$ cat config.mk
export PLATFORM = sky130hd
export DESIGN_NAME = kendall_tau_distance_top
export DESIGN_NICKNAME = d
export VERILOG_FILES = /design/src/hw/rtl/kt_pkg.sv /design/src/hw/rtl/kt_cell.sv /design/src/hw/rtl/kt_store.sv /design/src/hw/rtl/kendall_tau_distance_top.sv
export SDC_FILE = /design/constraint.sdc
export NUM_CORES = 2
export LEC_CHECK = 0
export BUFFER_PORTS_ARGS = -buffer_cell sky130_fd_sc_hd__buf_4
export CAP_MARGIN = 20
export CORE_MARGIN = 2
export CORE_UTILIZATION = 40
export CTS_CLUSTER_SIZE = 30
export DETAILED_ROUTE_END_ITERATION = 10
export HOLD_SLACK_MARGIN = 0.12
export SLEW_MARGIN = 20
export SYNTH_ARGS = -nofsm -noshare
export SYNTH_HDL_FRONTEND = slang
export SYNTH_HIERARCHICAL = 1
export SYNTH_SLANG_ARGS = --single-unit
$ cat constraint.sdc
create_clock -name clk -period 2.9 [get_ports clk]
set_input_delay 0.58 -clock clk [delete_from_list [all_inputs] [get_ports clk]]
set_output_delay 0.58 -clock clk [all_outputs]
set_load 0.05 [all_outputs]
$ cat src/hw/rtl/kt_pkg.sv
// shared constants and the token type for the kendall tau distance block
package kt_pkg;

  localparam int MAX_N     = 64;
  localparam int VAL_W     = 6;
  localparam int AW        = (MAX_N > 1) ? $clog2(MAX_N) : 1;
  localparam int LC_W      = $clog2(MAX_N + 1);
  localparam int BW        = (AW > VAL_W) ? AW : VAL_W;
  localparam int NCELL     = MAX_N - 1;
  localparam int OUT_W     = 11;
  localparam int TOTAL_MAX = 2047;
  localparam int IN_TDATA_W  = 16;
  localparam int OUT_TDATA_W = 16;

  // one composition value walking down the cell row
  typedef struct packed {
    logic             valid;
    logic             hit;
    logic [VAL_W-1:0] value;
    logic [VAL_W-1:0] count;
  } kt_tok_t;

endpackage

$ cat src/hw/rtl/kt_cell.sv
// one cell of the seen-value row: holds a distinct value, counts smaller ones
module kt_cell (
  input  logic            clk,
  input  logic            rst_n,
  input  logic            clr,
  input  kt_pkg::kt_tok_t tok_in,
  output kt_pkg::kt_tok_t tok_out
);

  logic [kt_pkg::VAL_W-1:0] held_r, held_nxt;
  logic                     full_r, full_nxt;
  kt_pkg::kt_tok_t          tok_r, tok_nxt;

  always_comb begin
    tok_nxt  = tok_in;
    held_nxt = held_r;
    full_nxt = full_r;
    if (tok_in.valid) begin
      if (full_r) begin
        if (held_r < tok_in.value) begin
          tok_nxt.count = tok_in.count + kt_pkg::VAL_W'(1);
        end
        if (held_r == tok_in.value) begin
          tok_nxt.hit = 1'b1;
        end
      end else if (!tok_in.hit) begin
        // first empty cell takes a value not seen further up the row
        held_nxt    = tok_in.value;
        full_nxt    = 1'b1;
        tok_nxt.hit = 1'b1;
      end
    end
    if (clr) begin
      full_nxt = 1'b0;
    end
  end

  always_ff @(posedge clk) begin
    if (!rst_n) begin
      full_r      <= 1'b0;
      tok_r.valid <= 1'b0;
    end else begin
      full_r      <= full_nxt;
      tok_r.valid <= tok_nxt.valid;
    end
    held_r      <= held_nxt;
    tok_r.hit   <= tok_nxt.hit;
    tok_r.value <= tok_nxt.value;
    tok_r.count <= tok_nxt.count;
  end

  assign tok_out = tok_r;

endmodule

$ cat src/hw/rtl/kt_store.sv
// permutation stores: first permutation and inverse of the second, two-stage lookup
module kt_store (
  input  logic                     clk,
  input  logic                     rst_n,
  input  logic                     wr_en,
  input  logic [kt_pkg::AW-1:0]    wr_pos,
  input  logic [kt_pkg::VAL_W-1:0] wr_a,
  input  logic [kt_pkg::VAL_W-1:0] wr_b,
  input  logic                     rd_en,
  input  logic [kt_pkg::AW-1:0]    rd_j,
  output kt_pkg::kt_tok_t          tok
);

  logic [kt_pkg::VAL_W-1:0] a_mem   [kt_pkg::MAX_N];
  logic [kt_pkg::AW-1:0]    inv_mem [kt_pkg::MAX_N];

  logic [kt_pkg::BW-1:0]    b_ext;
  logic                     b_in_range;
  logic [kt_pkg::AW-1:0]    pos_r;
  logic [kt_pkg::VAL_W-1:0] c_r;
  logic                     v1_r, v2_r;

  assign b_ext      = kt_pkg::BW'(wr_b);
  // one extra bit so that MAX_N itself fits in the compare
  assign b_in_range = ({1'b0, b_ext} < (kt_pkg::BW + 1)'(kt_pkg::MAX_N));

  always_ff @(posedge clk) begin
    if (wr_en) begin
      a_mem[wr_pos] <= wr_a;
      if (b_in_range) begin
        inv_mem[b_ext[kt_pkg::AW-1:0]] <= wr_pos;
      end
    end
  end

  // position of j in the second permutation, then the first permutation there
  always_ff @(posedge clk) begin
    pos_r <= inv_mem[rd_j];
    c_r   <= a_mem[pos_r];
  end

  always_ff @(posedge clk) begin
    if (!rst_n) begin
      v1_r <= 1'b0;
      v2_r <= 1'b0;
    end else begin
      v1_r <= rd_en;
      v2_r <= v1_r;
    end
  end

  always_comb begin
    tok       = '0;
    tok.valid = v2_r;
    tok.value = c_r;
  end

endmodule

$ cat src/hw/rtl/kendall_tau_distance_top.sv
// kendall tau distance top: load control, cell row and saturating total
//
// channel | dir | tdata (low bit up)              | tlast
// in_     | in  | a_value[5:0], b_value[11:6]     | is_last
// out_    | out | distance[10:0]                  | -
//
// loading takes one word per cycle; the word with tlast closes the load.
// after the last word the total is built from n - 1 lookups issued one a cycle,
// the store's position and value registers, the walk through the MAX_N - 1 cells
// and the total register, and then moves into the output register.
// in_tready is low from the last word until the result enters the output
// register; a waiting result does not stop the next load.
// reset clears control state; the permutation stores are left as they are.
module kendall_tau_distance_top (
  input  logic                           clk,
  input  logic                           rst_n,
  input  logic                           in_tvalid,
  output logic                           in_tready,
  input  logic [kt_pkg::IN_TDATA_W-1:0]  in_tdata,   // a_value, b_value
  input  logic                           in_tlast,   // is_last
  output logic                           out_tvalid,
  input  logic                           out_tready,
  output logic [kt_pkg::OUT_TDATA_W-1:0] out_tdata   // distance
);

  typedef enum logic {S_LOAD, S_RUN} state_t;

  state_t                    state_r, state_nxt;
  logic [kt_pkg::LC_W-1:0]   lcount_r, lcount_nxt;
  logic [kt_pkg::AW-1:0]     ntok_r, ntok_nxt;
  logic [kt_pkg::AW-1:0]     issue_r, issue_nxt;
  logic [kt_pkg::AW-1:0]     exit_r, exit_nxt;
  logic [kt_pkg::OUT_W-1:0]  total_r, total_nxt;
  logic                      out_valid_r, out_valid_nxt;
  logic [kt_pkg::OUT_W-1:0]  out_dist_r, out_dist_nxt;

  logic                      in_acc;
  logic                      wr_en;
  logic                      rd_en;
  logic                      clr;
  logic [kt_pkg::VAL_W-1:0]  term;
  logic [kt_pkg::OUT_W:0]    sum;
  kt_pkg::kt_tok_t           chain [kt_pkg::NCELL+1];

  assign in_tready = (state_r == S_LOAD);
  assign in_acc    = in_tvalid && in_tready;
  assign wr_en     = in_acc && (lcount_r < kt_pkg::LC_W'(kt_pkg::MAX_N));
  assign rd_en     = (state_r == S_RUN) && (issue_r < ntok_r);
  assign clr       = in_acc && in_tlast;

  kt_store u_store (
    .clk    (clk),
    .rst_n  (rst_n),
    .wr_en  (wr_en),
    .wr_pos (lcount_r[kt_pkg::AW-1:0]),
    .wr_a   (in_tdata[kt_pkg::VAL_W-1:0]),
    .wr_b   (in_tdata[2*kt_pkg::VAL_W-1:kt_pkg::VAL_W]),
    .rd_en  (rd_en),
    .rd_j   (issue_r),
    .tok    (chain[0])
  );

  for (genvar i = 0; i < kt_pkg::NCELL; i++) begin : g_cell
    kt_cell u_cell (
      .clk     (clk),
      .rst_n   (rst_n),
      .clr     (clr),
      .tok_in  (chain[i]),
      .tok_out (chain[i+1])
    );
  end

  // term is c minus the distinct smaller values seen before it
  assign term = chain[kt_pkg::NCELL].value - chain[kt_pkg::NCELL].count;
  assign sum  = {1'b0, total_r} + (kt_pkg::OUT_W + 1)'(term);

  always_comb begin
    state_nxt     = state_r;
    lcount_nxt    = lcount_r;
    ntok_nxt      = ntok_r;
    issue_nxt     = issue_r;
    exit_nxt      = exit_r;
    total_nxt     = total_r;
    out_valid_nxt = out_valid_r;
    out_dist_nxt  = out_dist_r;

    if (out_valid_r && out_tready) begin
      out_valid_nxt = 1'b0;
    end

    unique case (state_r)
      S_LOAD: begin
        if (in_acc) begin
          if (wr_en) begin
            lcount_nxt = lcount_r + kt_pkg::LC_W'(1);
          end
          if (in_tlast) begin
            if (wr_en) begin
              ntok_nxt = lcount_r[kt_pkg::AW-1:0];
            end else begin
              ntok_nxt = kt_pkg::AW'(kt_pkg::MAX_N - 1);
            end
            lcount_nxt = '0;
            issue_nxt  = '0;
            exit_nxt   = '0;
            total_nxt  = '0;
            state_nxt  = S_RUN;
          end
        end
      end
      S_RUN: begin
        if (rd_en) begin
          issue_nxt = issue_r + kt_pkg::AW'(1);
        end
        if (chain[kt_pkg::NCELL].valid) begin
          exit_nxt = exit_r + kt_pkg::AW'(1);
          if (sum > (kt_pkg::OUT_W + 1)'(kt_pkg::TOTAL_MAX)) begin
            total_nxt = kt_pkg::OUT_W'(kt_pkg::TOTAL_MAX);
          end else begin
            total_nxt = sum[kt_pkg::OUT_W-1:0];
          end
        end
        if ((exit_r == ntok_r) && (!out_valid_r || out_tready)) begin
          out_valid_nxt = 1'b1;
          out_dist_nxt  = total_r;
          state_nxt     = S_LOAD;
        end
      end
      default: state_nxt = S_LOAD;
    endcase
  end

  always_ff @(posedge clk) begin
    if (!rst_n) begin
      state_r     <= S_LOAD;
      lcount_r    <= '0;
      ntok_r      <= '0;
      issue_r     <= '0;
      exit_r      <= '0;
      total_r     <= '0;
      out_valid_r <= 1'b0;
    end else begin
      state_r     <= state_nxt;
      lcount_r    <= lcount_nxt;
      ntok_r      <= ntok_nxt;
      issue_r     <= issue_nxt;
      exit_r      <= exit_nxt;
      total_r     <= total_nxt;
      out_valid_r <= out_valid_nxt;
    end
    out_dist_r <= out_dist_nxt;
  end

  assign out_tvalid = out_valid_r;
  assign out_tdata  = kt_pkg::OUT_TDATA_W'(out_dist_r);

  a_exit_bound: assert property (@(posedge clk) disable iff (!rst_n)
    (state_r == S_RUN) |-> (exit_r <= ntok_r))
    else $error("more tokens left the cell row than were issued");

  a_exit_after_issue: assert property (@(posedge clk) disable iff (!rst_n)
    (state_r == S_RUN) |-> (exit_r <= issue_r))
    else $error("token left the cell row before it was issued");

  a_row_idle_in_load: assert property (@(posedge clk) disable iff (!rst_n)
    (state_r == S_LOAD) |-> !chain[kt_pkg::NCELL].valid)
    else $error("token reached the end of the row while loading");

endmodule
After elaboration in Yosys (flattened, before gate mapping)
Memory sizes are Yosys's and may differ from the RTL's. A register that Yosys moved wholly into a read port is not among the register bits.
Cells that the tools add are included.
Cells by class
  add/subtract/negate cells: 67
  $mul: 0
  divide/modulo/power cells: 0
  order comparisons: 66
  equal/unequal tests: 67
  shift operators: 0
  mux-type cells: 519
  bitwise gates (word level): 127
  reduce and logical (&&, ||, !) cells: 79
Operators with widths (count)
  $mux 6: 191
  $add 6x1->6 const B: 64
  $lt 6x6->1: 64
  $eq 6x6->1: 63
  $mux 1: 318
  $reduce_and 3->1: 66
  $not 1->1: 127
  $mux 11: 4
  $pmux 6 s2: 2
  $pmux 11 s2: 1
  $mux 7: 2
  $add 11x6->12: 1
  $gt 12x11->1 const B: 1
  $ne 2x1->1 const B: 4
  $add 7x1->7 const B: 1
  $lt 7x7->1 const B: 1
  $logic_and 1x1->1: 6
  $reduce_and 2->1: 3
  $sub 6x6->6: 1
  $pmux 1 s2: 1
  $reduce_bool 2->1: 1
  $reduce_or 2->1: 1
  $logic_not 1->1: 1
  $logic_or 1x1->1: 1
Word-level totals
  flip-flop bits (word level): 1373
  latch bits: 0
  RAM bits: 768
  ROM bits: 0
  bits of input ports: 21
  output and inout bits: 18
  memories kept: 2
Memory list
  u_store.a_mem: depth 64, bits a word 6, read ports 1, clocked after memory_dff 1, wr ports 1, RTL line kt_store.sv:14  | logic [kt_pkg::VAL_W-1:0] a_mem [kt_pkg::MAX_N];
  u_store.inv_mem: depth 64, bits a word 6, read ports 1, clocked after memory_dff 1, wr ports 1, RTL line kt_store.sv:15  | logic [kt_pkg::AW-1:0] inv_mem [kt_pkg::MAX_N];

Depth between registers and ports, before layout
  depth after elaboration: 6
  gate-level depth with buffers: 14
  depth with buffers taken out: 14

Cells and area by module
The synthesis kept the hierarchy.
By module, submodules not included
  kt_cell: times used 63, cells an instance 66, area each 794.5 um^2, seq. area each 480.5 um^2
  kt_store: times used 1, cells an instance 1488, area each 30578.1 um^2, seq. area each 23342.4 um^2
  kendall_tau_distance_top: times used 1, cells an instance 291, area each 2715.1 um^2, seq. area each 1091.0 um^2

Worst setup path after synthesis
No wires, ideal clock.
  path kind: register -> register
  from: register g_cell[62].u_cell.tok_r, in the netlist g_cell[62].u_cell/tok_out[1]
  to: register total_r[8] in the netlist's numbering
  data arrival time: 2.633 ns
  setup slack: 0.185 ns
  stages on the path, launching flop included: 13
  path buffers: 0
  clock period less this slack: 2.715 ns
  path through: dfxtp_1 > inv_1 > ha_1 > a21oi_1 > o21ai_0 > and4_1 > or3_1 > ha_1 > inv_1 > o21ai_1 > a41oi_2 > or4_1 > o2111ai_1
On the way
  longest elaborated chain between the ends: 6
Ends and longest elaborated chain
  start: declaration: RTL line kt_cell.sv:12  | kt_pkg::kt_tok_t tok_r, tok_nxt;
  $sub 6x6->6 (*): RTL line kendall_tau_distance_top.sv:74  | assign term = chain[kt_pkg::NCELL].value - chain[kt_pkg::NCELL].count;
  $add 11x6->12 (*): RTL line kendall_tau_distance_top.sv:75  | assign sum = {1'b0, total_r} + (kt_pkg::OUT_W + 1)'(term);
  $gt 12x11->1: RTL line kendall_tau_distance_top.sv:117  | if (sum > (kt_pkg::OUT_W + 1)'(kt_pkg::TOTAL_MAX)) begin
  $mux 11 (*): RTL line kendall_tau_distance_top.sv:117
  $mux 11 (*): RTL line kendall_tau_distance_top.sv:115  | if (chain[kt_pkg::NCELL].valid) begin
  $pmux 11 s2 (*): RTL line kendall_tau_distance_top.sv:91  | unique case (state_r)
  end signal: assignment: RTL line kendall_tau_distance_top.sv:148  | total_r <= total_nxt;
  end: declaration: RTL line kendall_tau_distance_top.sv:33  | logic [kt_pkg::OUT_W-1:0] total_r, total_nxt;
Mark *: on every way between the ends. The rest lies on a longest branch, timed or not. The select of a mux whose other input is x is not followed.
A chain may end at the register's enable or synchronous reset.

Worst setup path in the final report
Same ends and word-level chain as after synthesis.

==> impl_metrics.env <==
export IMPL_antenna_found_initial=2
export IMPL_fin_nets=6694
export IMPL_setup_violations=0
export IMPL_status="finished, final reports clean"
export IMPL_worstPathArrival_ns=3.48
export IMPL_path_delay_family="simple AND/OR/NAND/NOR gates"
export IMPL_cts_root_buf="clkbuf_16"
export IMPL_hpwlAfterDp_mm=98.42
export IMPL_routedWlPerCell_um=16.37
export IMPL_drv_cap=0
export IMPL_critPathLaunchType="flop"
export IMPL_core_um2=207100
export IMPL_die_width_um=460.4
export IMPL_vias=44650
export IMPL_slew_headroom_pct=28.58
export IMPL_initial_utilization_pct=40.23
export IMPL_ctsLongestPathBuffers=3
export IMPL_worst_pin_slew_ns=1.069
export IMPL_setup_tns_ns=0
export IMPL_viasPerCell=4.860
export IMPL_die_area_um2=211900
export IMPL_dieHeight_um=460.4
export IMPL_crit_type="flop to flop"
export IMPL_wl_mm=150.4
export IMPL_cp_max_fo=4
export IMPL_ir_worst_vdd_uv=646.1
export IMPL_min_path_type="primary input to flop"
export IMPL_slowest_stage="or4_1"
export IMPL_period_share_pct=94.26
export IMPL_numCtsBuffers=212
export IMPL_clk_pin_slew_ns=0.06
export IMPL_critPathCaptureType="flop"
export IMPL_io_pins=39
export IMPL_clk_latency_ns=0.86
export IMPL_max_stage_delay_ns=0.48
export IMPL_fp_row_count=167
export IMPL_report_final_slew_viol_count=0
export IMPL_grt_start_max_net_pins=89
export IMPL_crit_top_cell="ha_1"
export IMPL_overflow=0
export IMPL_finalHoldViolCount=0
export IMPL_maxClockFrequency_mhz=365.8
export IMPL_critPathBufInv=2
export IMPL_syn_area_per_cell_um2=14.04
export IMPL_crit_required_ns=3.65
export IMPL_min_period_ns=2.734
export IMPL_p_leak_uw=0.03497
export IMPL_first_iter_violations=2724
export IMPL_antenna_left=0
export IMPL_grt_pass1_wl_mm=244.6
export IMPL_syn_inst=5932
export IMPL_drc=0
export IMPL_cts_tree="built"
export IMPL_powerDensity_nw_per_um2=662.3
export IMPL_area_delta_synth_final_pct=13.38
export IMPL_regArea_um2=54710
export IMPL_synth_warnings=6
export IMPL_fillers=18290
export IMPL_place_congestion=0.7846
export IMPL_io_buffers=29
export IMPL_first_pass_iters=5
export IMPL_crit_chain="inv_1 > ha_1 > a21oi_1 > o21ai_1 > and4_1 > or3_1 > ha_1 > buf_4 > a41oi_2 > or4_1 > o2111ai_1"
export IMPL_synth_area_um2=83310
export IMPL_clock_sinks=2153
export IMPL_drive_above_1_share_pct=15.66
export IMPL_hold_slack_ns=0.2142
export IMPL_htree_num_levels=4
export IMPL_finClkSkew_ns=0.04411
export IMPL_grt_pass1_vias=45770
export IMPL_grt_usage_pct=14.30
export IMPL_multiInputGateArea_um2=25570
final cells by class:
class,instances,area share (%)
Sequential cell,2153,57.92
Inverter,658,2.616
Clock buffer,308,6.444
Antenna cell,1,0.002649
Timing Repair Buffer,156,1.391
Tap cell,2788,3.693
Clock inverter,94,0.8676
Multi-Input combinational cell,3029,27.07
timing repair:
item                                    in CTS  in global routing
hold endpoints to repair                     3                  0
resized for setup                            0                  3
hold buffers                                 2                  0
endpoints found under the setup margin       0                  8
buffers inserted                             0                  2
cell usage in the layout (no fill, tap or decap), types with 15 or more instances in the layout:
| master | n |
|---|---|
| a211oi_2 | 66 |
| a21o_1 | 66 |
| a21oi_1 | 163 |
| and2_2 | 63 |
| buf_4 | 143 |
| clkbuf_1 | 58 |
| clkbuf_16 | 218 |
| clkbuf_8 | 29 |
| clkinv_1 | 27 |
| clkinv_2 | 32 |
| dfxtp_1 | 984 |
| edfxtp_1 | 1157 |
| ha_1 | 461 |
| inv_1 | 656 |
| mux2_2 | 71 |
| mux2i_1 | 58 |
| mux4_2 | 178 |
| nand2_1 | 302 |
| nand2b_1 | 15 |
| nand3_1 | 211 |
| nand4_1 | 144 |
| nor2_1 | 342 |
| nor2b_1 | 23 |
| nor3_2 | 63 |
| nor3b_1 | 126 |
| o211ai_2 | 64 |
| o21ai_0 | 77 |
| o22ai_1 | 23 |
| xnor2_1 | 134 |
| xor2_1 | 204 |
flip-flops by register name, summed over array words and instances (netlist names), 7 cells and up:
signal,count
g_cell.u_cell/held_r,378
u_store/inv_mem,384
u_store/a_mem,384
total_r,11
g_cell.u_cell/tok_out,881
lcount_r,7
out_dist_r,11
g_cell.u_cell/full_r,63
layer usage:
layer	track usage, %	vias to the layer above	part of all wire, %
met4	3.871	0	2.0
met5	0	-	0
met3	2.743	224	4.6
li1	-	21820	-
met2	23.56	719	47
met1	19.25	21890	46
metrics by stage:
| step | instance area [µm²] | setup WS (ns) | std cells | total power (µW) | util, % |
|---|---|---|---|---|---|
| floorplan | 83350 | 0.1849 | 5942 | 35630 | - |
| global placement | 87500 | 0.1182 | 8780 | 36420 | 42.26 |
| detailed placement | 87500 | 0.1114 | 8780 | 36490 | 42.26 |
| CTS | 94430 | 0.09161 | 9184 | 63440 | 45.60 |
| global route | 94460 | -0.006811 | 9187 | 65060 | 45.62 |
| finish | 94460 | 0.1663 | 9187 | 62560 | 45.62 |
where the power goes:
group / switching [µW] / internal (µW)
logic: 1290 / 891
registers: 674 / 32900
clock network: 11500 / 15300
worst paths after layout:
kind                                                   start                          end  slack, ns  cells past startpoint
worst max register to register  g_cell[62].u_cell/tok_out[1]                   total_r[8]       0.17                     11
worst max-delay path            g_cell[62].u_cell/tok_out[1]                   total_r[8]       0.17                     11
worst min register to register   g_cell[1].u_cell/tok_out[7]  g_cell[2].u_cell/tok_out[7]       0.36                      0
worst min-delay path                                   rst_n                  lcount_r[0]       0.21                      2
(Power assumes the default switching activity.)
